### config.mk
export PLATFORM = sky130hd
export DESIGN_NAME = bounded_linked_list_engine_unit
export DESIGN_NICKNAME = d
export VERILOG_FILES = /design/src/hw/rtl/blle_pkg.sv /design/src/hw/rtl/blle_ram.sv /design/src/hw/rtl/blle_outreg.sv /design/src/hw/rtl/blle_ctrl.sv /design/src/hw/rtl/bounded_linked_list_engine_unit.sv
export SDC_FILE = /design/constraint.sdc
export NUM_CORES = 2
export LEC_CHECK = 0
export ABC_AREA = 1
export BUFFER_PORTS_ARGS = -buffer_cell sky130_fd_sc_hd__clkbuf_2
export CORE_MARGIN = 1
export CORE_UTILIZATION = 40
export CTS_CLUSTER_SIZE = 25
export DETAILED_ROUTE_END_ITERATION = 7
export PLACE_DENSITY = 0.51
export SLEW_MARGIN = 0
export SYNTH_ARGS = -nofsm -noshare
export SYNTH_HDL_FRONTEND = slang
export SYNTH_SLANG_ARGS = --single-unit
### constraint.sdc
create_clock -name clk -period 8.03 [get_ports clk]
set_clock_uncertainty 0.05 [all_clocks]
set_input_delay 1.606 -clock clk [delete_from_list [all_inputs] [get_ports clk]]
set_output_delay 1.606 -clock clk [all_outputs]
set_load 0.03 [all_outputs]
### src/hw/rtl/blle_pkg.sv
// Shared types and constants for the bounded linked list engine.
// Holds opcodes, status codes, the controller state type and the result record.
// No dependencies.
package blle_pkg;

  // Default build parameters.
  localparam int CAPACITY_DEF   = 64;
  localparam int DATA_WIDTH_DEF = 32;

  // Fixed field widths of the request and result channels.
  localparam int OPCODE_W = 3;
  localparam int VALUE_W  = 32;
  localparam int STATUS_W = 2;
  localparam int COUNT_W  = 7;

  // Request opcodes.
  typedef enum logic [OPCODE_W-1:0] {
    OP_APPEND     = 3'd0,
    OP_PREPEND    = 3'd1,
    OP_DELETE     = 3'd2,
    OP_SEARCH     = 3'd3,
    OP_POP_FRONT  = 3'd4,
    OP_POP_BACK   = 3'd5
  } opcode_t;

  // Result status codes.
  typedef enum logic [STATUS_W-1:0] {
    ST_DONE   = 2'd0,
    ST_FULL   = 2'd1,
    ST_EMPTY  = 2'd2,
    ST_ABSENT = 2'd3
  } status_t;

  // Controller states.
  typedef enum logic [2:0] {
    S_INIT,
    S_IDLE,
    S_PUSH_WR,
    S_PUSH_LINK,
    S_POP_FRONT,
    S_WALK,
    S_GIVE,
    S_DONE
  } state_t;

  // One result item as handed from the controller to the output stage.
  typedef struct packed {
    logic                 found;
    status_t              status;
    logic [COUNT_W-1:0]   count;
  } result_t;

endpackage

### src/hw/rtl/blle_ram.sv
// Generic single-write, single-read synchronous RAM with registered read data.
// Depends on nothing; width and depth come from parameters.
module blle_ram #(
  parameter int WIDTH = 32,
  parameter int DEPTH = 64
) (
  input  logic                     clk,
  input  logic                     we,
  input  logic [$clog2(DEPTH)-1:0] waddr,
  input  logic [WIDTH-1:0]         wdata,
  input  logic [$clog2(DEPTH)-1:0] raddr,
  output logic [WIDTH-1:0]         rdata
);

  logic [WIDTH-1:0] mem [DEPTH];

  // Write port and registered read port.
  always_ff @(posedge clk) begin
    if (we) begin
      mem[waddr] <= wdata;
    end
    rdata <= mem[raddr];
  end

endmodule

### src/hw/rtl/blle_outreg.sv
// Output register stage that holds one result until the consumer takes it.
// Depends on blle_pkg for the result record.
module blle_outreg
  import blle_pkg::*;
(
  input  logic               clk,
  input  logic               rst_n,
  input  logic               res_valid,
  input  result_t            res,
  output logic               res_stall,
  output logic               out_valid,
  input  logic               out_stall,
  output logic               out_found,
  output logic [STATUS_W-1:0] out_status,
  output logic [COUNT_W-1:0]  out_count
);

  logic    out_valid_r;
  logic    out_valid_nxt;
  result_t res_r;
  logic    load;

  // The register can take a new result when empty or when its content leaves now.
  assign res_stall = out_valid_r && out_stall;
  assign load      = res_valid && !res_stall;

  always_comb begin
    out_valid_nxt = out_valid_r;
    if (load) begin
      out_valid_nxt = 1'b1;
    end else if (!out_stall) begin
      out_valid_nxt = 1'b0;
    end
  end

  // Valid flag.
  always_ff @(posedge clk) begin
    if (!rst_n) begin
      out_valid_r <= 1'b0;
    end else begin
      out_valid_r <= out_valid_nxt;
    end
  end

  // Payload.
  always_ff @(posedge clk) begin
    if (load) begin
      res_r <= res;
    end
  end

  assign out_valid  = out_valid_r;
  assign out_found  = res_r.found;
  assign out_status = res_r.status;
  assign out_count  = res_r.count;

endmodule

### src/hw/rtl/blle_ctrl.sv
// Sequencer for the linked list: list pointers, free list, count and the link walk.
// Depends on blle_pkg; drives the value and link RAMs instantiated at the top level.
module blle_ctrl
  import blle_pkg::*;
#(
  parameter int CAPACITY   = CAPACITY_DEF,
  parameter int DATA_WIDTH = DATA_WIDTH_DEF,
  localparam int AW = $clog2(CAPACITY),
  localparam int CW = $clog2(CAPACITY + 1)
) (
  input  logic                  clk,
  input  logic                  rst_n,
  // Request channel.
  input  logic                  in_valid,
  output logic                  in_stall,
  input  logic [OPCODE_W-1:0]   in_opcode,
  input  logic signed [VALUE_W-1:0] in_value,
  // Shared read address for both RAMs.
  output logic [AW-1:0]         mem_raddr,
  // Link RAM.
  output logic                  lk_we,
  output logic [AW-1:0]         lk_waddr,
  output logic [AW-1:0]         lk_wdata,
  input  logic [AW-1:0]         lk_rdata,
  // Value RAM.
  output logic                  vl_we,
  output logic [AW-1:0]         vl_waddr,
  output logic [DATA_WIDTH-1:0] vl_wdata,
  input  logic [DATA_WIDTH-1:0] vl_rdata,
  // Result toward the output stage.
  output logic                  res_valid,
  output result_t               res,
  input  logic                  res_stall
);

  state_t state_r, state_nxt;
  logic [AW-1:0] head_r, head_nxt;
  logic [AW-1:0] tail_r, tail_nxt;
  logic [AW-1:0] free_r, free_nxt;
  logic [CW-1:0] cnt_r, cnt_nxt;
  logic [AW-1:0] init_r, init_nxt;

  // Per-request working registers.
  opcode_t               op_r, op_nxt;
  logic [DATA_WIDTH-1:0] val_r, val_nxt;
  logic [AW-1:0]         cur_r, cur_nxt;
  logic [AW-1:0]         prev_r, prev_nxt;
  logic [AW-1:0]         slot_r, slot_nxt;
  logic [AW-1:0]         k_r, k_nxt;
  logic                  found_r, found_nxt;
  status_t               status_r, status_nxt;

  logic [DATA_WIDTH-1:0] vin;
  logic                  accept;
  logic                  full;
  logic                  empty;
  logic                  match;
  logic [CW-1:0]         k_ext;
  opcode_t               in_op;

  // Operand as stored: the low bits of the request value, zero-extended if wider.
  if (DATA_WIDTH <= VALUE_W) begin : g_narrow
    assign vin = in_value[DATA_WIDTH-1:0];
  end else begin : g_wide
    assign vin = {{(DATA_WIDTH - VALUE_W){1'b0}}, in_value};
  end

  assign in_stall = (state_r != S_IDLE);
  assign accept   = in_valid && !in_stall;
  assign in_op    = opcode_t'(in_opcode);
  assign full     = (cnt_r == CW'(CAPACITY));
  assign empty    = (cnt_r == '0);
  assign match    = (vl_rdata == val_r);
  assign k_ext    = CW'(k_r);

  // Next state, pointer updates and RAM accesses.
  always_comb begin
    state_nxt  = state_r;
    head_nxt   = head_r;
    tail_nxt   = tail_r;
    free_nxt   = free_r;
    cnt_nxt    = cnt_r;
    init_nxt   = init_r;
    op_nxt     = op_r;
    val_nxt    = val_r;
    cur_nxt    = cur_r;
    prev_nxt   = prev_r;
    slot_nxt   = slot_r;
    k_nxt      = k_r;
    found_nxt  = found_r;
    status_nxt = status_r;
    mem_raddr  = cur_r;
    lk_we      = 1'b0;
    lk_waddr   = slot_r;
    lk_wdata   = '0;
    vl_we      = 1'b0;
    vl_waddr   = free_r;
    vl_wdata   = val_r;
    res_valid  = 1'b0;

    unique case (state_r)
      // Chain every slot into the free list, one entry per cycle.
      S_INIT: begin
        lk_we    = 1'b1;
        lk_waddr = init_r;
        if (init_r == AW'(CAPACITY - 1)) begin
          lk_wdata  = '0;
          state_nxt = S_IDLE;
        end else begin
          lk_wdata = init_r + AW'(1);
        end
        init_nxt = init_r + AW'(1);
      end

      // Take a request and start the read that its first step needs.
      S_IDLE: begin
        mem_raddr = head_r;
        if (accept) begin
          op_nxt     = in_op;
          val_nxt    = vin;
          cur_nxt    = head_r;
          k_nxt      = '0;
          found_nxt  = 1'b0;
          status_nxt = ST_DONE;
          state_nxt  = S_DONE;
          unique case (in_op) inside
            OP_APPEND, OP_PREPEND: begin
              mem_raddr = free_r;
              if (full) begin
                status_nxt = ST_FULL;
              end else begin
                state_nxt = S_PUSH_WR;
              end
            end
            OP_DELETE: begin
              if (empty) begin
                status_nxt = ST_EMPTY;
              end else begin
                state_nxt = S_WALK;
              end
            end
            OP_SEARCH: begin
              if (empty) begin
                status_nxt = ST_ABSENT;
              end else begin
                state_nxt = S_WALK;
              end
            end
            OP_POP_FRONT: begin
              if (empty) begin
                status_nxt = ST_EMPTY;
              end else begin
                state_nxt = S_POP_FRONT;
              end
            end
            OP_POP_BACK: begin
              if (empty) begin
                status_nxt = ST_EMPTY;
              end else if (cnt_r == CW'(1)) begin
                slot_nxt  = head_r;
                state_nxt = S_GIVE;
              end else begin
                state_nxt = S_WALK;
              end
            end
            default: begin
              // Unknown opcodes leave the list alone and report done.
            end
          endcase
        end
      end

      // Allocate the free head: the link read has returned its successor.
      S_PUSH_WR: begin
        free_nxt = lk_rdata;
        slot_nxt = free_r;
        vl_we    = 1'b1;
        vl_waddr = free_r;
        vl_wdata = val_r;
        lk_we    = 1'b1;
        lk_waddr = free_r;
        lk_wdata = (op_r == OP_PREPEND && !empty) ? head_r : '0;
        cnt_nxt  = cnt_r + CW'(1);
        if (empty) begin
          head_nxt  = free_r;
          tail_nxt  = free_r;
          state_nxt = S_DONE;
        end else if (op_r == OP_PREPEND) begin
          head_nxt  = free_r;
          state_nxt = S_DONE;
        end else begin
          state_nxt = S_PUSH_LINK;
        end
      end

      // Hook the new slot behind the old tail.
      S_PUSH_LINK: begin
        lk_we     = 1'b1;
        lk_waddr  = tail_r;
        lk_wdata  = slot_r;
        tail_nxt  = slot_r;
        state_nxt = S_DONE;
      end

      // Unlink the head and return it to the free list.
      S_POP_FRONT: begin
        head_nxt  = lk_rdata;
        lk_we     = 1'b1;
        lk_waddr  = cur_r;
        lk_wdata  = free_r;
        free_nxt  = cur_r;
        cnt_nxt   = cnt_r - CW'(1);
        state_nxt = S_DONE;
      end

      // Follow the links one entry per cycle; RAM data belongs to cur_r.
      S_WALK: begin
        if (op_r == OP_POP_BACK) begin
          if (k_ext == cnt_r - CW'(2)) begin
            // cur_r is the new tail; its successor is the slot to free.
            slot_nxt  = lk_rdata;
            lk_we     = 1'b1;
            lk_waddr  = cur_r;
            lk_wdata  = '0;
            tail_nxt  = cur_r;
            state_nxt = S_GIVE;
          end else begin
            mem_raddr = lk_rdata;
            prev_nxt  = cur_r;
            cur_nxt   = lk_rdata;
            k_nxt     = k_r + AW'(1);
          end
        end else if (match) begin
          found_nxt  = 1'b1;
          status_nxt = ST_DONE;
          if (op_r == OP_DELETE) begin
            slot_nxt = cur_r;
            if (k_r == '0) begin
              head_nxt = lk_rdata;
            end else begin
              lk_we    = 1'b1;
              lk_waddr = prev_r;
              lk_wdata = lk_rdata;
              if (cur_r == tail_r) begin
                tail_nxt = prev_r;
              end
            end
            state_nxt = S_GIVE;
          end else begin
            state_nxt = S_DONE;
          end
        end else if (k_ext == cnt_r - CW'(1)) begin
          status_nxt = ST_ABSENT;
          state_nxt  = S_DONE;
        end else begin
          mem_raddr = lk_rdata;
          prev_nxt  = cur_r;
          cur_nxt   = lk_rdata;
          k_nxt     = k_r + AW'(1);
        end
      end

      // Return slot_r to the front of the free list.
      S_GIVE: begin
        lk_we     = 1'b1;
        lk_waddr  = slot_r;
        lk_wdata  = free_r;
        free_nxt  = slot_r;
        cnt_nxt   = cnt_r - CW'(1);
        state_nxt = S_DONE;
      end

      // Hand the result to the output stage.
      S_DONE: begin
        res_valid = 1'b1;
        if (!res_stall) begin
          state_nxt = S_IDLE;
        end
      end

      default: begin
        state_nxt = S_IDLE;
      end
    endcase
  end

  assign res.found  = found_r;
  assign res.status = status_r;
  assign res.count  = COUNT_W'(cnt_r);

  // Control state.
  always_ff @(posedge clk) begin
    if (!rst_n) begin
      state_r <= S_INIT;
      init_r  <= '0;
      head_r  <= '0;
      tail_r  <= '0;
      free_r  <= '0;
      cnt_r   <= '0;
    end else begin
      state_r <= state_nxt;
      init_r  <= init_nxt;
      head_r  <= head_nxt;
      tail_r  <= tail_nxt;
      free_r  <= free_nxt;
      cnt_r   <= cnt_nxt;
    end
  end

  // Per-request working registers.
  always_ff @(posedge clk) begin
    op_r     <= op_nxt;
    val_r    <= val_nxt;
    cur_r    <= cur_nxt;
    prev_r   <= prev_nxt;
    slot_r   <= slot_nxt;
    k_r      <= k_nxt;
    found_r  <= found_nxt;
    status_r <= status_nxt;
  end

endmodule

### src/hw/rtl/bounded_linked_list_engine_unit.sv
// Bounded linked list engine: value and link RAMs, sequencer and output register.
// Rejects, empty-list cases and unknown opcodes go straight to the result; push back adds a
// link step, and pop back, delete and search walk the links. One request at a time: the next
// is taken once the result of the last has been loaded into the output register. After reset
// the sequencer chains every slot into the free list before it takes a request.
module bounded_linked_list_engine_unit
  import blle_pkg::*;
#(
  parameter int CAPACITY   = CAPACITY_DEF,
  parameter int DATA_WIDTH = DATA_WIDTH_DEF
) (
  input  logic                      clk,
  input  logic                      rst_n,
  input  logic                      in_valid,
  output logic                      in_stall,
  input  logic [OPCODE_W-1:0]       in_opcode,
  input  logic signed [VALUE_W-1:0] in_value,
  output logic                      out_valid,
  input  logic                      out_stall,
  output logic                      out_found,
  output logic [STATUS_W-1:0]       out_status,
  output logic [COUNT_W-1:0]        out_count
);

  localparam int AW = $clog2(CAPACITY);

  logic [AW-1:0]         mem_raddr;
  logic                  lk_we;
  logic [AW-1:0]         lk_waddr;
  logic [AW-1:0]         lk_wdata;
  logic [AW-1:0]         lk_rdata;
  logic                  vl_we;
  logic [AW-1:0]         vl_waddr;
  logic [DATA_WIDTH-1:0] vl_wdata;
  logic [DATA_WIDTH-1:0] vl_rdata;
  logic                  res_valid;
  logic                  res_stall;
  result_t               res;

  // Link store: successor slot of every entry, also the free list.
  blle_ram #(
    .WIDTH (AW),
    .DEPTH (CAPACITY)
  ) u_link_ram (
    .clk   (clk),
    .we    (lk_we),
    .waddr (lk_waddr),
    .wdata (lk_wdata),
    .raddr (mem_raddr),
    .rdata (lk_rdata)
  );

  // Value store: payload of every allocated slot.
  blle_ram #(
    .WIDTH (DATA_WIDTH),
    .DEPTH (CAPACITY)
  ) u_value_ram (
    .clk   (clk),
    .we    (vl_we),
    .waddr (vl_waddr),
    .wdata (vl_wdata),
    .raddr (mem_raddr),
    .rdata (vl_rdata)
  );

  // Sequencer.
  blle_ctrl #(
    .CAPACITY   (CAPACITY),
    .DATA_WIDTH (DATA_WIDTH)
  ) u_ctrl (
    .clk       (clk),
    .rst_n     (rst_n),
    .in_valid  (in_valid),
    .in_stall  (in_stall),
    .in_opcode (in_opcode),
    .in_value  (in_value),
    .mem_raddr (mem_raddr),
    .lk_we     (lk_we),
    .lk_waddr  (lk_waddr),
    .lk_wdata  (lk_wdata),
    .lk_rdata  (lk_rdata),
    .vl_we     (vl_we),
    .vl_waddr  (vl_waddr),
    .vl_wdata  (vl_wdata),
    .vl_rdata  (vl_rdata),
    .res_valid (res_valid),
    .res       (res),
    .res_stall (res_stall)
  );

  // Result register toward the consumer.
  blle_outreg u_outreg (
    .clk        (clk),
    .rst_n      (rst_n),
    .res_valid  (res_valid),
    .res        (res),
    .res_stall  (res_stall),
    .out_valid  (out_valid),
    .out_stall  (out_stall),
    .out_found  (out_found),
    .out_status (out_status),
    .out_count  (out_count)
  );

endmodule
Yosys cells after proc, flatten, opt, wreduce, memory -nomap -nowiden:

Memory sizes are Yosys's and may differ from the RTL's. A register that Yosys moved wholly into a read port is not among the register bits.
Index checks and enable logic that the tools add are counted.

* add/subtract/negate cells: 5
* multipliers: 0
* divide/modulo/power cells: 0
* $lt $le $gt $ge: 0
* equal/unequal tests: 49
* shift-type cells: 0
* mux-type cells: 102
* bitwise gates (word level): 0
* reduce and logical (&&, ||, !) cells: 33

Operators by type and width (number)
* $mux W6: 48
* $pmux W6 S3: 4
* $pmux W6 S5: 2
* $pmux W6 S2: 3
* $mux W3: 11
* $eq A32 B32 Y1: 1
* $eq A3 B3 Y1 const B: 7
* $ne A2 B1 Y1 const B: 10
* $mux W1: 18
* $mux W2: 9
* $ne A3 B1 Y1 const B: 6
* $pmux W3 S6: 1
* $eq A3 B2 Y1 const B: 5
* $eq A6 B7 Y1: 2
* $pmux W7 S2: 1
* $add A6 B1 Y6 const B: 2
* $pmux W3 S4: 1
* $reduce_and A4 Y1: 3
* $reduce_bool A3 Y1: 4
* $ne A2 B2 Y1 const B: 5
* $reduce_and A5 Y1: 2
* $eq A3 B1 Y1 const B: 3
* $ne A3 B3 Y1 const B: 3
* $reduce_and A8 Y1: 1
* 24 further kinds: 37

* flip-flop bits (word level): 107
* bits in latches: 0
* bits in writable memories: 2432
* ROM bits: 0
* output and inout bits: 12
* memories kept: 2

Memories
* u_value_ram.mem: depth 64, bits a word 32, rd ports 1, clocked after Yosys merged registers in 1, write ports 1, RTL line blle_ram.sv:15 `logic [WIDTH-1:0] mem [DEPTH];`
* u_link_ram.mem: depth 64, bits a word 6, rd ports 1, clocked after Yosys merged registers in 1, write ports 1, RTL line blle_ram.sv:15

Logic depth before layout (Yosys ltp):

* depth after elaboration: 8
* mapped depth: 26

Modules after synthesis:

A second synthesis with hierarchy kept.

* cells, all modules: 9088
* area, all modules: 105597.5 sq um

By module, submodules not included
* blle_ram (u_value_ram): times used 1, cells an instance 6769, area each 82738.1 sq um
* blle_ram (u_link_ram): times used 1, cells an instance 1393, area each 15942.8 sq um
* blle_ctrl: times used 1, cells an instance 909, area each 6563.8 sq um
* blle_outreg: times used 1, cells an instance 17, area each 352.8 sq um

Worst setup path before layout:

Ideal clock, no wire load.

* kind: register -> register
* start point: register u_ctrl.val_r[14], in the netlist u_ctrl.vl_wdata[14]
* end point: memory u_link_ram.mem[0][4] (netlist name) (data pin)
* library setup time: 0.702 ns
* arrival time: 4.945 ns
* setup slack: 2.333 ns
* stages on the path, launching flop included: 16
* clock period less this slack: 5.697 ns
* cells stage by stage: edfxtp_1 > inv_1 > nand2_1 > nand2_1 > inv_1 > nand2_1 > nor2_1 > nand2_1 > nor2_1 > nand2_1 > nor2_1 > nand2_1 > clkbuf_1 > nor2_1 > inv_1 > o21ai_0

* word-level cells in the longest chain between the ends: 4

RTL lines
* start: declaration: RTL line blle_ctrl.sv:45 `logic [DATA_WIDTH-1:0] val_r, val_nxt;`
* start signal: assignment: RTL line blle_ctrl.sv:313 `val_r <= val_nxt;`
* $eq A32 B32 Y1: RTL line blle_ctrl.sv:73 `assign match = (vl_rdata == val_r);`
* $mux W6: RTL line blle_ctrl.sv:233 `end else if (match) begin`
* $mux W6: RTL line blle_ctrl.sv:218 `if (op_r == OP_POP_BACK) begin`
* $pmux W6 S5: RTL line blle_ctrl.sv:101 `unique case (state_r)`
* via lk_wdata[4]: RTL line bounded_linked_list_engine_unit.sv:30 `logic [AW-1:0] lk_wdata;`
* end: declaration: RTL line blle_ram.sv:15

The timed path passes the listed nets, and every way through them passes these cells.

Worst setup path in the final report:

* start point: register u_ctrl.val_r[20], in the netlist u_ctrl.vl_wdata[20]
* end point: register u_value_ram.rdata[3] (read register of u_value_ram.mem)

* word-level cells in the longest chain between the ends: 4

RTL lines
* $eq A32 B32 Y1: RTL line blle_ctrl.sv:73
* $mux W6
* $mux W6: RTL line blle_ctrl.sv:218
* $pmux W6 S2: RTL line blle_ctrl.sv:101
* end: declaration: RTL line blle_ram.sv:12 `output logic [WIDTH-1:0] rdata`

No other way between the ends.
A chain may end at the register's enable or synchronous reset.

==> results.cfg <==
[clock_network]
clock-root-buffer = clkbuf_16
cts_setup_buffers = 0
insertion_delay_ns = 0.89
cts-buffers-inserted = 289
cts_max_level = 5
clock_path_buffers = 4
path_clk_slew_ns = 0.06
hold_buffers = 0
ctsResizeCount = 0
cts_tree = built
clock-sinks = 2577

[die]
die_w_um = 537
die_area_sq_um = 289000
io_pins = 51
coreArea_sq_um = 285000
std_cell_rows = 196
initial_core_util_pct = 40.2
die_y_um = 537

[grt]
grt_use_total_pct = 25.4
grt_first_pass_wirelength_mm = 535
overflow = 0
grt_max_degree = 217
antenna_found_initial = 18
grt_pass1_vias = 75916

[sta]
fin_ws_ns = 1.59
worst_pin_slew_ns = 1.18
finalSetupViolCount = 0
timing.slew.headroom_pct = 21.6
fin_setup_tns_ns = 0
grt_setup_unrepaired = no
finalCriticalPeriod_ns = 6.44
final_max_slew_viol_count = 0
period_share_pct = 80.2
hold_viol = 0
fmax_ghz = 0.155

[critical_path]
cp.arrival_ns = 7.13
path_cells = xnor2_1 -> nand2_1 -> nor2_1 -> nand2_1 -> nor2_1 -> nand2_1 -> nand2_2 -> nand2_1 -> nand3_1 -> nand3_4 -> nand2_8 -> buf_12 -> buf_4 -> nand2_1 -> nand3_1 -> nand3_1 -> nand3_1 -> nand3_1 -> nand3_1 -> nand2_1
cp_top_family = simple AND/OR/NAND/NOR gates
end_kind = flop
startpoint_type = flop
slowest_stage = xnor2_1
critPathKind = flop to flop
crit_path_max_incr_delay_ns = 0.85
cp_num_buf_inv = 2
path_max_fanout = 121
critPathRequiredTime_ns = 8.72

[power_and_ir_drop]
leakage_nw = 49.2
ir_drop_v = 0.000199
power_density_nw_per_um2 = 292

[yosys]
ys_types = 51
synth-async-reset-ratio_pct = 0
synth_top_area_cell = edfxtp_1
synthTopCellsByArea = edfxtp_1, nand3_1, nand3b_1
synth-seq-cells = 2577
ys_warn_count = 0
synth_edf_count = 2504
yosysSeqAreaShare_pct = 66.9
synthesis.nets = 10463
post_synth.cell_area_avg_sq_um = 11.0
netlist.area_leader.share_pct = 65.6
syn-cell-area_sq_um = 115000
synth_flop_cell = edfxtp_1
netlist_instances = 10414

[routing]
ant_nets = 0
drt_iter0_drc = 8488
avgViaCountPerCell = 5.50
avgRoutedWirePerCell_um = 25.9
drcViolationCount = 0
wl_mm = 371
vias = 78661
firstDrtPassIters = 8

[place]
post-place-ws_ns = 1.78
hpwl_mm = 199
portBuffers = 50
place.gp.congestion = 0.869

[status]
status = finished clean

[flow_run]
maxCapViolCount = 0

[layout]
final_layout_size_suffix_gt1_share_pct = 7.61
nFillCells = 26307
syn2layout_area_growth_pct = 12.1
nets = 10371

[min_path]
hp-class = flop to flop
[layout make-up]
cell class              count  area, sq um  share of cell area [%]
diodes                      3         7.51                 0.00584
clock buffers             370         7730                    6.02
clock inverters           139         1400                    1.09
inverters                1511         5700                    4.44
multi-input cells        5641        29500                    23.0
flip-flops and latches   2577        76700                    59.7
well taps                3762         4710                    3.66
repair buffers            302         2790                    2.17
[registers in the layout, indices dropped and copies added (netlist names), 7 cells and up]
register,cells
u_value_ram.mem,2048
u_link_ram.mem,384
u_ctrl.vl_wdata,32
u_value_ram.rdata,32
u_ctrl.cnt_r,7
u_outreg.out_count,7
[final timing paths]
check / cells past startpoint / startpoint / slack, ns / to
max reg2reg: 20 / u_ctrl.vl_wdata[20] / 1.59 / u_value_ram.rdata[3]
max: 20 / u_ctrl.vl_wdata[20] / 1.59 / u_value_ram.rdata[3]
min reg2reg: 0 / u_ctrl.status_r[0] / 0.41 / u_outreg.out_status[0]
min: 0 / u_ctrl.status_r[0] / 0.41 / u_outreg.out_status[0]
[synthesized netlist by cell type, types with 15 or more instances]
cell,instances
o21ai_0,63
edfxtp_1,2504
buf_2,427
nor3_1,15
nor2_1,195
buf_4,24
dfxtp_1,73
clkbuf_1,126
nand2_1,1603
buf_6,28
buf_1,80
nand3_1,2632
inv_1,1500
nand3b_1,911
a21oi_1,48
a211oi_1,17
xnor2_1,26
[metrics by stage]
stage	instances	hold WS, ns	power (mW)	area [sq um]	utilization, %
4_1_cts	14302	0.410	37.7	128000	45.1
2_1_floorplan	10414	0.350	21.1	115000	-
5_1_grt	14304	0.412	38.9	128000	45.1
6_report	14305	0.409	37.5	128000	45.1
3_3_place_gp	13793	0.396	24.7	119000	41.9
3_5_place_dp	13793	0.364	24.7	119000	41.9
[metal layers]
metal  vias to the layer above  GRT usage (%)  part of all wire [%]
met5                         -              0                0.0073
li1                      35687              -                     -
met3                       611           3.84                   7.3
met2                      2978           40.6                    46
met1                     39381           35.1                    43
met4                         4           9.16                   3.8
[power breakdown]
part / switching, mW / total, mW / internal [mW]
logic: 6.61 / 8.85 / 2.24
clock network: 5.49 / 13.0 / 7.54
registers: 0.304 / 15.6 / 15.3
[logic make-up (layout without fill, tap and decap cells)]
group | after synthesis | count (layout) | synth area share, %
AOI/OAI and AO/OA | 194 | 194 | 1.04
xor gates and xnor gates | 36 | 36 | 0.275
adders and majority gates | 10 | 10 | 0.109
buffers and inverters | 2196 | 2322 | 7.92
DFF | 2577 | 2577 | 66.9
and+or+nand+nor | 5401 | 5401 | 23.8
other | 0 | 3 | 0
[cells in the final DEF, fill, tap and decap left out, types with 5 or more instances in the layout]
| cell type | n |
|---|---|
| a211oi_1 | 17 |
| edfxtp_1 | 2504 |
| clkinv_8 | 7 |
| inv_6 | 6 |
| clkinv_1 | 57 |
| o21ai_1 | 5 |
| nand4_1 | 6 |
| nand3_1 | 2632 |
| nor4_2 | 5 |
| o221ai_1 | 5 |
| xnor2_1 | 26 |
| clkinv_2 | 37 |
| clkbuf_2 | 50 |
| inv_1 | 1498 |
| a21oi_1 | 48 |
| o211ai_1 | 8 |
| dfxtp_1 | 73 |
| nand4_2 | 8 |
| o21ai_0 | 60 |
| buf_4 | 200 |
| inv_2 | 8 |
| nor3_1 | 15 |
| o22ai_1 | 6 |
| a221oi_1 | 9 |
| clkbuf_8 | 9 |
| bufinv_16 | 22 |
| clkbuf_1 | 67 |
| nand3b_1 | 911 |
| a22oi_1 | 5 |
| buf_12 | 52 |
| xor2_1 | 10 |
| nor2_4 | 65 |
| ha_1 | 10 |
| clkbuf_16 | 294 |
| a31oi_1 | 9 |
| nand2_1 | 1601 |
| nor2_1 | 136 |
Power figures use the tool's default switching activity.
